[src/rtl/core/ifd_pkg.sv]
// ----------------------------------------------------------------------------
// ifd_pkg
// Shared types, codes and the service scan order of the interrupt flag
// dispatcher.
// ----------------------------------------------------------------------------
package ifd_pkg;

    // width of the source index fields
    localparam int SRC_W     = 4;
    // width of the configuration register index
    localparam int CFG_IDX_W = 2;

    // display-side sources
    localparam logic [SRC_W-1:0] SRC_VBLANK = 4'd0;
    localparam logic [SRC_W-1:0] SRC_HBLANK = 4'd1;
    localparam logic [SRC_W-1:0] SRC_VCOUNT = 4'd2;

    // configuration register indexes
    typedef enum logic [CFG_IDX_W-1:0] {
        CFG_MASTER_ENABLE  = 2'd0,
        CFG_SOURCE_ENABLE  = 2'd1,
        CFG_DISPLAY_ENABLE = 2'd2,
        CFG_HANDLER_MASK   = 2'd3
    } cfg_reg_t;

    // input command codes
    typedef enum logic [0:0] {
        CMD_RAISE   = 1'b0,
        CMD_SERVICE = 1'b1
    } cmd_code_t;

    // controller states
    typedef enum logic [1:0] {
        ST_IDLE,
        ST_CHECK,
        ST_SCAN,
        ST_EMIT
    } ctrl_state_t;

    // controller to datapath commands
    typedef struct packed {
        logic load_in;   // capture the input word
        logic scan_clr;  // restart the scan position
        logic scan_step; // advance the scan position without a result
        logic raise_go;  // dispatch the selected source and load the result
        logic sel_scan;  // select the scan source instead of the raised one
        logic last;      // result being loaded closes the input word
    } ifd_cmd_t;

    // datapath to controller status
    typedef struct packed {
        logic is_service; // captured command is service-all
        logic irq_ok;     // captured source index is in range
        logic master_en;  // master enable
        logic any_elig;   // some source is pending and enabled
        logic cur_elig;   // source at the scan position is pending and enabled
        logic more_after; // another pending and enabled source remains
        logic out_last;   // held result closes its input word
    } ifd_status_t;

    // source visited at each scan position: hblank, vcount, vblank, then index order
    function automatic logic [SRC_W-1:0] scan_order(input logic [SRC_W-1:0] pos);
        logic [SRC_W-1:0] src;
        case (pos)
            4'd0:    src = SRC_HBLANK;
            4'd1:    src = SRC_VCOUNT;
            4'd2:    src = SRC_VBLANK;
            default: src = pos;
        endcase
        return src;
    endfunction

endpackage

[src/rtl/core/ifd_ctrl.sv]
// ----------------------------------------------------------------------------
// ifd_ctrl
// Sequencer of the interrupt flag dispatcher: decodes each input word,
// walks the service scan and holds each result until it is taken.
// ----------------------------------------------------------------------------
module ifd_ctrl
(
    input  logic               clk,
    input  logic               rst_n,
    input  logic               in_valid,
    output logic               in_ready,
    output logic               out_valid,
    input  logic               out_ready,
    input  ifd_pkg::ifd_status_t st,
    output ifd_pkg::ifd_cmd_t    ctl
);
    import ifd_pkg::*;

    ctrl_state_t state_reg;
    ctrl_state_t state_next;

    // state register
    always_ff @(posedge clk or negedge rst_n)
    begin
        if (!rst_n)
        begin
            state_reg <= ST_IDLE;
        end
        else
        begin
            state_reg <= state_next;
        end
    end

    // next state
    always_comb
    begin
        state_next = state_reg;
        case (state_reg)
            ST_IDLE:
            begin
                if (in_valid)
                begin
                    state_next = ST_CHECK;
                end
            end
            ST_CHECK:
            begin
                if (!st.is_service)
                begin
                    state_next = st.irq_ok ? ST_EMIT : ST_IDLE;
                end
                else
                begin
                    state_next = st.master_en ? ST_SCAN : ST_IDLE;
                end
            end
            ST_SCAN:
            begin
                if (!st.any_elig)
                begin
                    state_next = ST_IDLE;
                end
                else if (st.cur_elig)
                begin
                    state_next = ST_EMIT;
                end
            end
            ST_EMIT:
            begin
                if (out_ready)
                begin
                    state_next = st.out_last ? ST_IDLE : ST_SCAN;
                end
            end
            default:
            begin
                state_next = ST_IDLE;
            end
        endcase
    end

    // outputs and datapath commands
    always_comb
    begin
        in_ready      = 1'b0;
        out_valid     = 1'b0;
        ctl           = '0;
        case (state_reg)
            ST_IDLE:
            begin
                in_ready    = 1'b1;
                ctl.load_in = in_valid;
            end
            ST_CHECK:
            begin
                if (!st.is_service)
                begin
                    ctl.raise_go = st.irq_ok;
                    ctl.last     = 1'b1;
                end
                else
                begin
                    ctl.scan_clr = st.master_en;
                end
            end
            ST_SCAN:
            begin
                if (st.any_elig)
                begin
                    if (st.cur_elig)
                    begin
                        ctl.raise_go = 1'b1;
                        ctl.sel_scan = 1'b1;
                        ctl.last     = !st.more_after;
                    end
                    else
                    begin
                        ctl.scan_step = 1'b1;
                    end
                end
            end
            ST_EMIT:
            begin
                out_valid = 1'b1;
            end
            default:
            begin
                in_ready = 1'b0;
            end
        endcase
    end

endmodule

[src/rtl/core/ifd_datapath.sv]
// ----------------------------------------------------------------------------
// ifd_datapath
// Configuration registers, pending and acknowledge flags, scan position and
// the result register of the interrupt flag dispatcher.
// ----------------------------------------------------------------------------
module ifd_datapath
#(
    parameter int SOURCE_COUNT = 14
)
(
    input  logic                                 clk,
    input  logic                                 rst_n,
    input  ifd_pkg::ifd_cmd_t                    ctl,
    output ifd_pkg::ifd_status_t                 st,
    input  logic                                 cfg_valid,
    input  logic [ifd_pkg::CFG_IDX_W-1:0]        cfg_index,
    input  logic [SOURCE_COUNT-1:0]              cfg_data,
    input  logic                                 cmd,
    input  logic [ifd_pkg::SRC_W-1:0]            irq_id,
    output logic [ifd_pkg::SRC_W-1:0]            source_index,
    output logic                                 serviced,
    output logic                                 acknowledged,
    output logic                                 call_handler,
    output logic [SOURCE_COUNT-1:0]              pending_flags,
    output logic [SOURCE_COUNT-1:0]              ack_flags,
    output logic                                 last
);
    import ifd_pkg::*;

    localparam int POS_W = (SOURCE_COUNT > 1) ? $clog2(SOURCE_COUNT) : 1;
    localparam logic [SOURCE_COUNT-1:0] BIT0 = SOURCE_COUNT'(1);

    // configuration
    logic                    master_reg;
    logic [SOURCE_COUNT-1:0] src_en_reg;
    logic [2:0]              disp_en_reg;
    logic [SOURCE_COUNT-1:0] handler_reg;

    // flags and captured input word
    logic [SOURCE_COUNT-1:0] pending_reg;
    logic [SOURCE_COUNT-1:0] pending_next;
    logic [SOURCE_COUNT-1:0] ack_reg;
    logic [SOURCE_COUNT-1:0] ack_next;
    cmd_code_t               cmd_reg;
    logic [SRC_W-1:0]        irq_reg;
    logic [POS_W-1:0]        pos_reg;
    logic [POS_W-1:0]        pos_next;

    // result register
    logic [SRC_W-1:0]        src_out_reg;
    logic                    sv_out_reg;
    logic                    ak_out_reg;
    logic                    call_out_reg;
    logic [SOURCE_COUNT-1:0] pend_out_reg;
    logic [SOURCE_COUNT-1:0] ack_out_reg;
    logic                    last_out_reg;

    logic [SRC_W-1:0]        scan_src;
    logic [SRC_W-1:0]        sel_src;
    logic [SOURCE_COUNT-1:0] scan_bit;
    logic [SOURCE_COUNT-1:0] sel_bit;
    logic [SOURCE_COUNT-1:0] elig_vec;
    logic                    dispatch;
    logic                    disp_on;
    logic                    ak;
    logic                    call;

    // configuration writes
    always_ff @(posedge clk or negedge rst_n)
    begin
        if (!rst_n)
        begin
            master_reg  <= 1'b1;
            src_en_reg  <= '0;
            disp_en_reg <= '0;
            handler_reg <= '0;
        end
        else if (cfg_valid)
        begin
            case (cfg_reg_t'(cfg_index))
                CFG_MASTER_ENABLE:  master_reg  <= cfg_data[0];
                CFG_SOURCE_ENABLE:  src_en_reg  <= cfg_data;
                CFG_DISPLAY_ENABLE: disp_en_reg <= cfg_data[2:0];
                CFG_HANDLER_MASK:   handler_reg <= cfg_data;
                default:            master_reg  <= master_reg;
            endcase
        end
    end

    // source selection
    assign scan_src = scan_order(SRC_W'(pos_reg));
    assign sel_src  = ctl.sel_scan ? scan_src : irq_reg;
    assign scan_bit = BIT0 << scan_src;
    assign sel_bit  = BIT0 << sel_src;
    assign elig_vec = pending_reg & src_en_reg;

    // dispatch of one source
    always_comb
    begin
        dispatch = master_reg && (|(src_en_reg & sel_bit));
        disp_on  = |(disp_en_reg & (3'b001 << sel_src[1:0]));
        ak       = dispatch && !((sel_src <= SRC_VCOUNT) && !disp_on);
        call     = ak && (|(handler_reg & sel_bit));
        pending_next = dispatch ? (pending_reg & ~sel_bit) : (pending_reg | sel_bit);
        ack_next     = ak ? (ack_reg | sel_bit) : ack_reg;
    end

    // scan position
    always_comb
    begin
        pos_next = pos_reg;
        if (ctl.scan_clr)
        begin
            pos_next = '0;
        end
        else if (ctl.scan_step || (ctl.raise_go && ctl.sel_scan))
        begin
            pos_next = pos_reg + POS_W'(1);
        end
    end

    // flag and position registers
    always_ff @(posedge clk or negedge rst_n)
    begin
        if (!rst_n)
        begin
            pending_reg <= '0;
            ack_reg     <= '0;
            pos_reg     <= '0;
        end
        else
        begin
            pos_reg <= pos_next;
            if (ctl.raise_go)
            begin
                pending_reg <= pending_next;
                ack_reg     <= ack_next;
            end
        end
    end

    // captured input word
    always_ff @(posedge clk)
    begin
        if (ctl.load_in)
        begin
            cmd_reg <= cmd_code_t'(cmd);
            irq_reg <= irq_id;
        end
    end

    // result register
    always_ff @(posedge clk or negedge rst_n)
    begin
        if (!rst_n)
        begin
            src_out_reg  <= '0;
            sv_out_reg   <= 1'b0;
            ak_out_reg   <= 1'b0;
            call_out_reg <= 1'b0;
            pend_out_reg <= '0;
            ack_out_reg  <= '0;
            last_out_reg <= 1'b0;
        end
        else if (ctl.raise_go)
        begin
            src_out_reg  <= sel_src;
            sv_out_reg   <= dispatch;
            ak_out_reg   <= ak;
            call_out_reg <= call;
            pend_out_reg <= pending_next;
            ack_out_reg  <= ack_next;
            last_out_reg <= ctl.last;
        end
    end

    // status to the controller
    always_comb
    begin
        st.is_service = (cmd_reg == CMD_SERVICE);
        st.irq_ok     = ({1'b0, irq_reg} < (SRC_W + 1)'(SOURCE_COUNT));
        st.master_en  = master_reg;
        st.any_elig   = |elig_vec;
        st.cur_elig   = |(elig_vec & scan_bit);
        st.more_after = |(elig_vec & ~scan_bit);
        st.out_last   = last_out_reg;
    end

    assign source_index  = src_out_reg;
    assign serviced      = sv_out_reg;
    assign acknowledged  = ak_out_reg;
    assign call_handler  = call_out_reg;
    assign pending_flags = pend_out_reg;
    assign ack_flags     = ack_out_reg;
    assign last          = last_out_reg;

    // acknowledge flags are only ever set
    a_ack_sticky: assert property (@(posedge clk) disable iff (!rst_n)
        (($past(ack_reg) & ~ack_reg) == '0))
        else $error("acknowledge flag cleared");

    // a handler call needs an acknowledge
    a_call_needs_ack: assert property (@(posedge clk) disable iff (!rst_n)
        call_out_reg |-> ak_out_reg)
        else $error("handler call without acknowledge");

    // an acknowledge needs a dispatch
    a_ack_needs_service: assert property (@(posedge clk) disable iff (!rst_n)
        ak_out_reg |-> sv_out_reg)
        else $error("acknowledge without dispatch");

    // a dispatched source leaves its pending bit clear
    a_serviced_clear: assert property (@(posedge clk) disable iff (!rst_n)
        sv_out_reg |-> ((pend_out_reg & (BIT0 << src_out_reg)) == '0))
        else $error("dispatched source still pending");

endmodule

[src/rtl/core/interrupt_flag_dispatcher_core.sv]
// ----------------------------------------------------------------------------
// interrupt_flag_dispatcher_core
// Interrupt flag dispatcher with pending and acknowledge flags, enables
// and a service-all scan.
// ----------------------------------------------------------------------------
// Usage:
//   Input channel (in_valid/in_ready) takes one word: cmd raise with
//   irq_id, or cmd service-all. Results leave on the output channel
//   (out_valid/out_ready), one word per dispatched or raised source, with
//   last marking the final word of an input.
//   Configuration writes (cfg_valid/cfg_ready, cfg_index, cfg_data) are
//   always ready and belong to idle periods.
//   A raise is checked and its result is registered and held on the output;
//   an out of range raise gives nothing and the block is ready again.
//   Service-all walks the scan positions one per cycle while no result is
//   held (hblank, vcount, vblank, then index order) and stops once nothing
//   pending and enabled remains.
//   The next input word is taken once the last result has been taken.
//   When the receiver stalls, the held result and the whole scan wait.
//   Reset: master enable set, all masks, pending and acknowledge flags clear.
// ----------------------------------------------------------------------------
module interrupt_flag_dispatcher_core
#(
    parameter int SOURCE_COUNT = 14
)
(
    input  logic                          clk,
    input  logic                          rst_n,
    input  logic                          in_valid,
    output logic                          in_ready,
    input  logic                          cmd,
    input  logic [ifd_pkg::SRC_W-1:0]     irq_id,
    output logic                          out_valid,
    input  logic                          out_ready,
    output logic [ifd_pkg::SRC_W-1:0]     source_index,
    output logic                          serviced,
    output logic                          acknowledged,
    output logic                          call_handler,
    output logic [SOURCE_COUNT-1:0]       pending_flags,
    output logic [SOURCE_COUNT-1:0]       ack_flags,
    output logic                          last,
    input  logic                          cfg_valid,
    output logic                          cfg_ready,
    input  logic [ifd_pkg::CFG_IDX_W-1:0] cfg_index,
    input  logic [SOURCE_COUNT-1:0]       cfg_data
);
    import ifd_pkg::*;

    ifd_cmd_t    ctl;
    ifd_status_t st;

    // configuration is taken at any time
    assign cfg_ready = 1'b1;

    // sequencer
    ifd_ctrl u_ctrl
    (
        .clk       (clk),
        .rst_n     (rst_n),
        .in_valid  (in_valid),
        .in_ready  (in_ready),
        .out_valid (out_valid),
        .out_ready (out_ready),
        .st        (st),
        .ctl       (ctl)
    );

    // flags, configuration and result register
    ifd_datapath #(
        .SOURCE_COUNT (SOURCE_COUNT)
    ) u_datapath
    (
        .clk           (clk),
        .rst_n         (rst_n),
        .ctl           (ctl),
        .st            (st),
        .cfg_valid     (cfg_valid),
        .cfg_index     (cfg_index),
        .cfg_data      (cfg_data),
        .cmd           (cmd),
        .irq_id        (irq_id),
        .source_index  (source_index),
        .serviced      (serviced),
        .acknowledged  (acknowledged),
        .call_handler  (call_handler),
        .pending_flags (pending_flags),
        .ack_flags     (ack_flags),
        .last          (last)
    );

endmodule
[config.mk]
export PLATFORM = sky130hd
export DESIGN_NAME = interrupt_flag_dispatcher_core
export DESIGN_NICKNAME = d
export VERILOG_FILES = /design/src/rtl/core/ifd_pkg.sv /design/src/rtl/core/ifd_ctrl.sv /design/src/rtl/core/ifd_datapath.sv /design/src/rtl/core/interrupt_flag_dispatcher_core.sv
export SDC_FILE = /design/constraint.sdc
export NUM_CORES = 1
export LEC_CHECK = 0
export BUFFER_PORTS_ARGS = -buffer_cell sky130_fd_sc_hd__buf_2
export CAP_MARGIN = 20
export CORE_UTILIZATION = 40
export CTS_BUF_LIST = sky130_fd_sc_hd__clkbuf_8
export DETAILED_ROUTE_END_ITERATION = 6
export MAX_ROUTING_LAYER = met4
export PLACE_DENSITY_LB_ADDON = 0.08
export SETUP_SLACK_MARGIN = 0.1
export SLEW_MARGIN = 0
export SYNTH_ARGS = -nofsm -noshare
export SYNTH_HDL_FRONTEND = slang
export SYNTH_SLANG_ARGS = --single-unit
[constraint.sdc]
create_clock -name clk -period 4.9 [get_ports clk]
set_clock_uncertainty 0.2 [all_clocks]
set_input_delay 0.98 -clock clk [delete_from_list [all_inputs] [get_ports clk]]
set_output_delay 0.98 -clock clk [all_outputs]
set_load 0.05 [all_outputs]
Word-level counts from Yosys, hierarchy flattened. Index checks and enable logic that the tools add are counted.

Register bits: 79. Input bits: 26.

Add/subtract/negate cells: 1. Magnitude comparators: 2. Eq/ne operators: 11. Shift-type cells: 3. Mux-type cells: 29. Bitwise operators: 11. Reduce and logical (&&, ||, !) cells: 25.

Operators by type and width (number): 14-bit AND (6); 14-bit OR reduction (5); 14-bit 2-to-1 mux (2); 14-bit NOT (2); 14-bit OR (2); 1-bit by 4-bit left shift with 14-bit output (first input constant) (2); 2-bit 2-to-1 mux (8); 4-bit 2-to-1 mux (4); 4-bit one-hot mux with 3 select lines (1); 1-bit 2-to-1 mux (10); 2-bit AND reduction (5); 2-bit equality test (second input constant) (4); 2-bit one-hot mux with 4 select lines (1); 1-bit logical AND (5); 4-bit by 1-bit adder with 4-bit output (second input constant) (1); 2-bit by 1-bit equality test with 1-bit output (second input constant) (2); 4-bit by 1-bit equality test with 1-bit output (second input constant) (1); 4-bit by 2-bit equality test with 1-bit output (second input constant) (1); 4-bit by 2-bit less-or-equal comparator with 1-bit output (second input constant) (1); 2-bit logical NOT (2); 4-bit logical NOT (1); 4-bit less-than comparator (second input constant) (1); 2-bit != test (second input constant) (2); 1-bit one-hot mux with 2 select lines (2); other kinds (9) (11).

Depth between registers and ports, before layout.
Word-level depth: 19. Mapped depth: 16. Depth with buffers taken out: 12.

By module. From an unflattened synthesis, not the netlist that was laid out.

Cells, all modules: 396. Area, all modules: 4159.0 sq um.

By module, submodules not included: ifd_datapath (instances 1, cells an instance 366, area each 3911.3 sq um); ifd_ctrl (instances 1, cells an instance 28, area each 236.5 sq um); interrupt_flag_dispatcher_core (instances 1, cells an instance 2, area each 11.3 sq um).

Worst setup path after synthesis. OpenSTA, ideal clock, no wires.

Path kind: reg-to-reg. From: register u_datapath.pos_reg[1]. To: register u_datapath.call_out_reg, in the netlist u_datapath.call_handler. Data arrival time: 3.393 ns. Slack: 1.186 ns. Cell stages (with the launch flop): 14. Path buffers: 1. Clock period less this slack: 3.714 ns. Cell sequence: dfrtp_1 -> clkbuf_1 -> inv_1 -> ha_1 -> nor2_1 -> nor4_1 -> a211oi_1 -> a21boi_2 -> nor2_4 -> mux2_1 -> a22o_1 -> a2111o_1 -> a311o_1 -> a32o_1.

Longest elaborated chain between the ends: 17. Elaborated cells on any way between the ends: 27.

RTL lines: start, declared (line ifd_datapath.sv:46) `logic [POS_W-1:0] pos_reg;`; start signal, assigned (line ifd_datapath.sv:133) `pos_reg <= pos_next;`; 4-bit by 2-bit equality test with 1-bit output (tied with other cells) (line ifd_pkg.sv:64) `case (pos)`; 4-bit one-hot mux with 3 select lines (*) (line ifd_pkg.sv:64); 1-bit by 4-bit left shift with 14-bit output (line ifd_datapath.sv:93) `assign scan_bit = BIT0 << scan_src;`; 14-bit AND (line ifd_datapath.sv:184) `st.cur_elig = |(elig_vec & scan_bit);`; 14-bit OR reduction (line ifd_datapath.sv:184); 3-bit 2-to-1 mux (line ifd_ctrl.sv:111) `if (st.cur_elig)`; 4-bit 2-to-1 mux (line ifd_ctrl.sv:109) `if (st.any_elig)`; 1-bit 2-to-1 mux (line ifd_ctrl.sv:89) `case (state_reg)`; 4-bit 2-to-1 mux (line ifd_datapath.sv:92) `assign sel_src = ctl.sel_scan ? scan_src : irq_reg;`; 1-bit by 2-bit left shift with 3-bit output (line ifd_datapath.sv:101) `disp_on = |(disp_en_reg & (3'b001 << sel_src[1:0]));`; 3-bit AND (line ifd_datapath.sv:101); 3-bit OR reduction (line ifd_datapath.sv:101); 1-bit logical NOT (line ifd_datapath.sv:102) `ak = dispatch && !((sel_src <= SRC_VCOUNT) && !disp_on);`; 1-bit logical AND (line ifd_datapath.sv:102); 1-bit logical NOT (line ifd_datapath.sv:102); 1-bit logical AND (line ifd_datapath.sv:102); 1-bit logical AND (line ifd_datapath.sv:103) `call = ak && (|(handler_reg & sel_bit));`; end signal, assigned (line ifd_datapath.sv:170) `call_out_reg <= call;`; end, declared (line ifd_datapath.sv:53) `logic call_out_reg;`.

Every way passes the cells marked *; elsewhere a longest branch is shown, timed or not. A chain may end at the register's enable or synchronous reset.

Worst setup path after layout.
From: register u_datapath.pos_reg[2]. To: register u_datapath.ack_out_reg[1], in the netlist u_datapath.ack_flags[1].

Longest elaborated chain between the ends: 17. Elaborated cells on any way between the ends: 27.

RTL lines: 4-bit by 2-bit equality test with 1-bit output (tied with other cells) (line ifd_pkg.sv:64); 4-bit one-hot mux with 3 select lines (*) (line ifd_pkg.sv:64); 1-bit by 4-bit left shift with 14-bit output (line ifd_datapath.sv:93); 14-bit AND (line ifd_datapath.sv:184); 14-bit OR reduction (line ifd_datapath.sv:184); 3-bit 2-to-1 mux (line ifd_ctrl.sv:111); 4-bit 2-to-1 mux (line ifd_ctrl.sv:109); 1-bit 2-to-1 mux (line ifd_ctrl.sv:89); 4-bit 2-to-1 mux (line ifd_datapath.sv:92); 1-bit by 2-bit left shift with 3-bit output (line ifd_datapath.sv:101); 3-bit AND (line ifd_datapath.sv:101); 3-bit OR reduction (line ifd_datapath.sv:101); 1-bit logical NOT (line ifd_datapath.sv:102); 1-bit logical AND (line ifd_datapath.sv:102); 1-bit logical NOT (line ifd_datapath.sv:102); 1-bit logical AND (line ifd_datapath.sv:102); 2-bit AND reduction (no line); end signal, assigned (line ifd_datapath.sv:172) `ack_out_reg <= ack_next;`; end, declared (line ifd_datapath.sv:55) `logic [SOURCE_COUNT-1:0] ack_out_reg;`.

Every way passes the cells marked *; elsewhere a longest branch is shown, timed or not. The select of a mux whose other input is x is not followed.

==> impl_metrics.env <==
export IMPL_slew_viol_final=0
export IMPL_dr_total_vias=3861
export IMPL_cts_hold_buffers_added=0
export IMPL_synth_cell_type_count=73
export IMPL_nets=537
export IMPL_syn_to_final_growth_pct=15.3
export IMPL_rrSetupSlack_ps=490
export IMPL_io_buffer_count=63
export IMPL_crit_path_cell_trace="buf_4 -> nand3b_1 -> a211oi_1 -> a211oi_1 -> a21boi_2 -> nor2_4 -> mux2_2 -> a22o_1 -> a221oi_1 -> a31oi_2 -> buf_4 -> a41o_1"
export IMPL_r2r_start="u_datapath.pos_reg[2]$_DFFE_PN0P_"
export IMPL_cts_buffer_depth=2
export IMPL_placementRows=38
export IMPL_crit_end="u_datapath.ack_flags[1]$_DFFE_PN0P_"
export IMPL_grt_max_degree=75
export IMPL_seqPwrFrac=0.341
export IMPL_max_stage_delay_ps=760
export IMPL_outcome="completed"
export IMPL_tritoncts="yes"
export IMPL_path_max_fanout=31
export IMPL_drive_gt1_frac=0.270
export IMPL_setup_violations=0
export IMPL_drtPass1Iterations=5
export IMPL_grt_pass1_wl_um=21300
export IMPL_power_switching_uw=1570
export IMPL_slew_headroom=0.354
export IMPL_p_int_uw=1590
export IMPL_synth_edf_count=5
export IMPL_finalSetupTns_ps=0
export IMPL_grt_use_total=0.259
export IMPL_switching_share=0.496
export IMPL_worst_r2r_path_depth=12
export IMPL_drv_cap=0
export IMPL_ctsResizeCount=0
export IMPL_rsz0062_at_grt="no"
export IMPL_drc=0
export IMPL_ioPinCount=65
export IMPL_finalCriticalPeriod_ps=4410
export IMPL_powerDensity_mw_per_mm2=614
export IMPL_max_clock_freq_mhz=227
export IMPL_required_ps=4970
export IMPL_p_clk_frac=0.162
export IMPL_cts_setup_buffers=0
export IMPL_crit_path_top_delay_cell="dfrtp_1"
export IMPL_synth_ff_type="dfrtp_1"
export IMPL_yosysWarnings=0
export IMPL_worstMarginPinSlew_ps=968
export IMPL_synth_avg_cell_area_um2=10.1
export IMPL_clock_latency_ps=380
export IMPL_drt_wl_total_um=13700
export IMPL_ir_drop_mv=0.254
export IMPL_leakage_uw=0.00237
export IMPL_synth_cells=441
export IMPL_worstPathArrival_ps=4480
export IMPL_antenna_found_initial=0
export IMPL_layout_common_cells="dfrtp_1, buf_2, nand2_1"
export IMPL_core_area_mm2=0.0108
export IMPL_place_congestion=0.892
export IMPL_synth_cell_area_mm2=0.00446
export IMPL_hpwlAfterDp_um=10200
export IMPL_die_w_um=108
export IMPL_die_area_mm2=0.0116
export IMPL_startpoint_type="flip-flop"
export IMPL_async_flop_share=0.937
export IMPL_cts_root_buffer="clkbuf_8"
export IMPL_wl_per_cell_um=21.1
export IMPL_cts_buffers=9
export IMPL_worst_setup_path_end_kind="flip-flop"
export IMPL_final_hold_violation_count=0
export IMPL_synth_seq_cells=79
export IMPL_initial_core_util=0.411
export IMPL_die_h_um=108
export IMPL_synth_nets=476
export IMPL_viasPerCell=5.97
export IMPL_reg2reg_to="u_datapath.ack_flags[1]$_DFFE_PN0P_"
export IMPL_clkSlewWorstSetupHoldPaths_ps=80
export IMPL_initialDrtViolationCount=301
export IMPL_ant_nets=0
export IMPL_fin_crit_sh=0.900
export IMPL_power_frac_comb=0.497
export IMPL_power_total_uw=3160
export IMPL_cts_max_level=3
export IMPL_hold_path_class="flip-flop to flip-flop"
export IMPL_antennaDiodeCount=0
export IMPL_globalRouteOverflowTotal=0
export IMPL_mostFrequentLayoutCell="dfrtp_1"
export IMPL_cts_sinks=79
export IMPL_grt_pass1_vias=3785
export IMPL_synth_seq_area_share=0.449
export IMPL_startpoint="u_datapath.pos_reg[2]$_DFFE_PN0P_"
export IMPL_criticalPathCategory="flip-flop to flip-flop"
## power by group through the flow
| stage | sequential [µW] | clock (µW) | combinational [µW] |
|---|---|---|---|
| finish | 1080 | 512 | 1570 |
| global route | 1100 | 554 | 1690 |
| CTS | 1080 | 527 | 1560 |
| detailed placement | 1090 | 0 | 1560 |
| global placement | 1080 | 0 | 1560 |
| floorplan | 1360 | 0 | 803 |
## cell usage after synthesis, drive strengths merged (7+ instances only)
| master | count | area (µm²) |
|---|---|---|
| dfrtp | 73 | 1830 |
| nand2 | 46 | 173 |
| mux2 | 36 | 405 |
| a21oi | 29 | 149 |
| nor2 | 22 | 90.1 |
| a31oi | 16 | 100 |
| o21ai | 15 | 75.1 |
| clkbuf | 14 | 52.6 |
| a31o | 13 | 114 |
| buf | 12 | 73.8 |
| inv | 11 | 41.3 |
| and2 | 10 | 62.6 |
| mux2i | 10 | 100 |
| nor2b | 10 | 62.6 |
| ha | 9 | 113 |
| nand3 | 8 | 40.0 |
| nand4 | 8 | 50.1 |
| and3 | 7 | 43.8 |
| nand3b | 7 | 52.6 |
## worst min path at each step
stage,start,endpoint,cells past startpoint
3_3_place_gp,u_datapath.ack_flags[3]$_DFFE_PN0P_,u_datapath.ack_flags[3]$_DFFE_PN0P_,1
5_1_grt,u_datapath.ack_flags[6]$_DFFE_PN0P_,u_datapath.ack_flags[6]$_DFFE_PN0P_,1
2_1_floorplan,u_datapath.handler_reg[11]$_DFFE_PN0P_,u_datapath.handler_reg[11]$_DFFE_PN0P_,1
6_report,u_datapath.ack_flags[3]$_DFFE_PN0P_,u_datapath.ack_flags[3]$_DFFE_PN0P_,1
4_1_cts,u_datapath.ack_flags[3]$_DFFE_PN0P_,u_datapath.ack_flags[3]$_DFFE_PN0P_,1
3_5_place_dp,u_datapath.ack_flags[3]$_DFFE_PN0P_,u_datapath.ack_flags[3]$_DFFE_PN0P_,1
## metal layers
layer | GRT usage | vias up | wire [µm]
li1 | - | 1777 | -
met1 | 0.352 | 1926 | 6340
met2 | 0.377 | 130 | 6160
met3 | 0.0515 | 28 | 838
met4 | 0.109 | 0 | 340
met5 | - | - | 0
## worst max-delay path, delay by kind of cell (launching register included)
kind | cells | cell delay [ps]
multiplexers | 1 | 520
buffers and inverters | 2 | 540
AO/OA/AOI/OAI | 7 | 1760
AND/OR/NAND/NOR | 2 | 500
flip-flops | 1 | 760
## kinds of logic (layout without fill, tap and decap cells)
logic type,Yosys count,after routing,synth area share
AND/OR/NAND/NOR,140,140,0.163
AO/OA/AOI/OAI,126,126,0.205
flip-flops,79,79,0.449
multiplexers,46,46,0.113
buffers and inverters,37,103,0.0376
adder cells (fa/ha/maj),9,9,0.0253
XOR/XNOR,3,3,0.00589
other,1,1,0.000841
## area by class of cell
class                   instances  area, µm²
fillers                      1083       5700
multi-input cells             325       2300
flip-flops and latches         79       2000
repair buffers                 76        415
well taps                     140        175
clock buffers                  11        151
clock inverters                 5       56.3
inverters                      11       41.3
## stage by stage
step                      std cells   util  setup WS (ps)  hold slack, ps  area [µm²]
after floorplan                 441      -           1190             272        4460
after global placement          631  0.455            693             241        4930
after detailed placement        631  0.455            567             246        4930
after CTS                       647  0.474            559             263        5140
after global routing            647  0.474            254             288        5140
final                           647  0.474            490             255        5140
(Power assumes the default switching activity.)
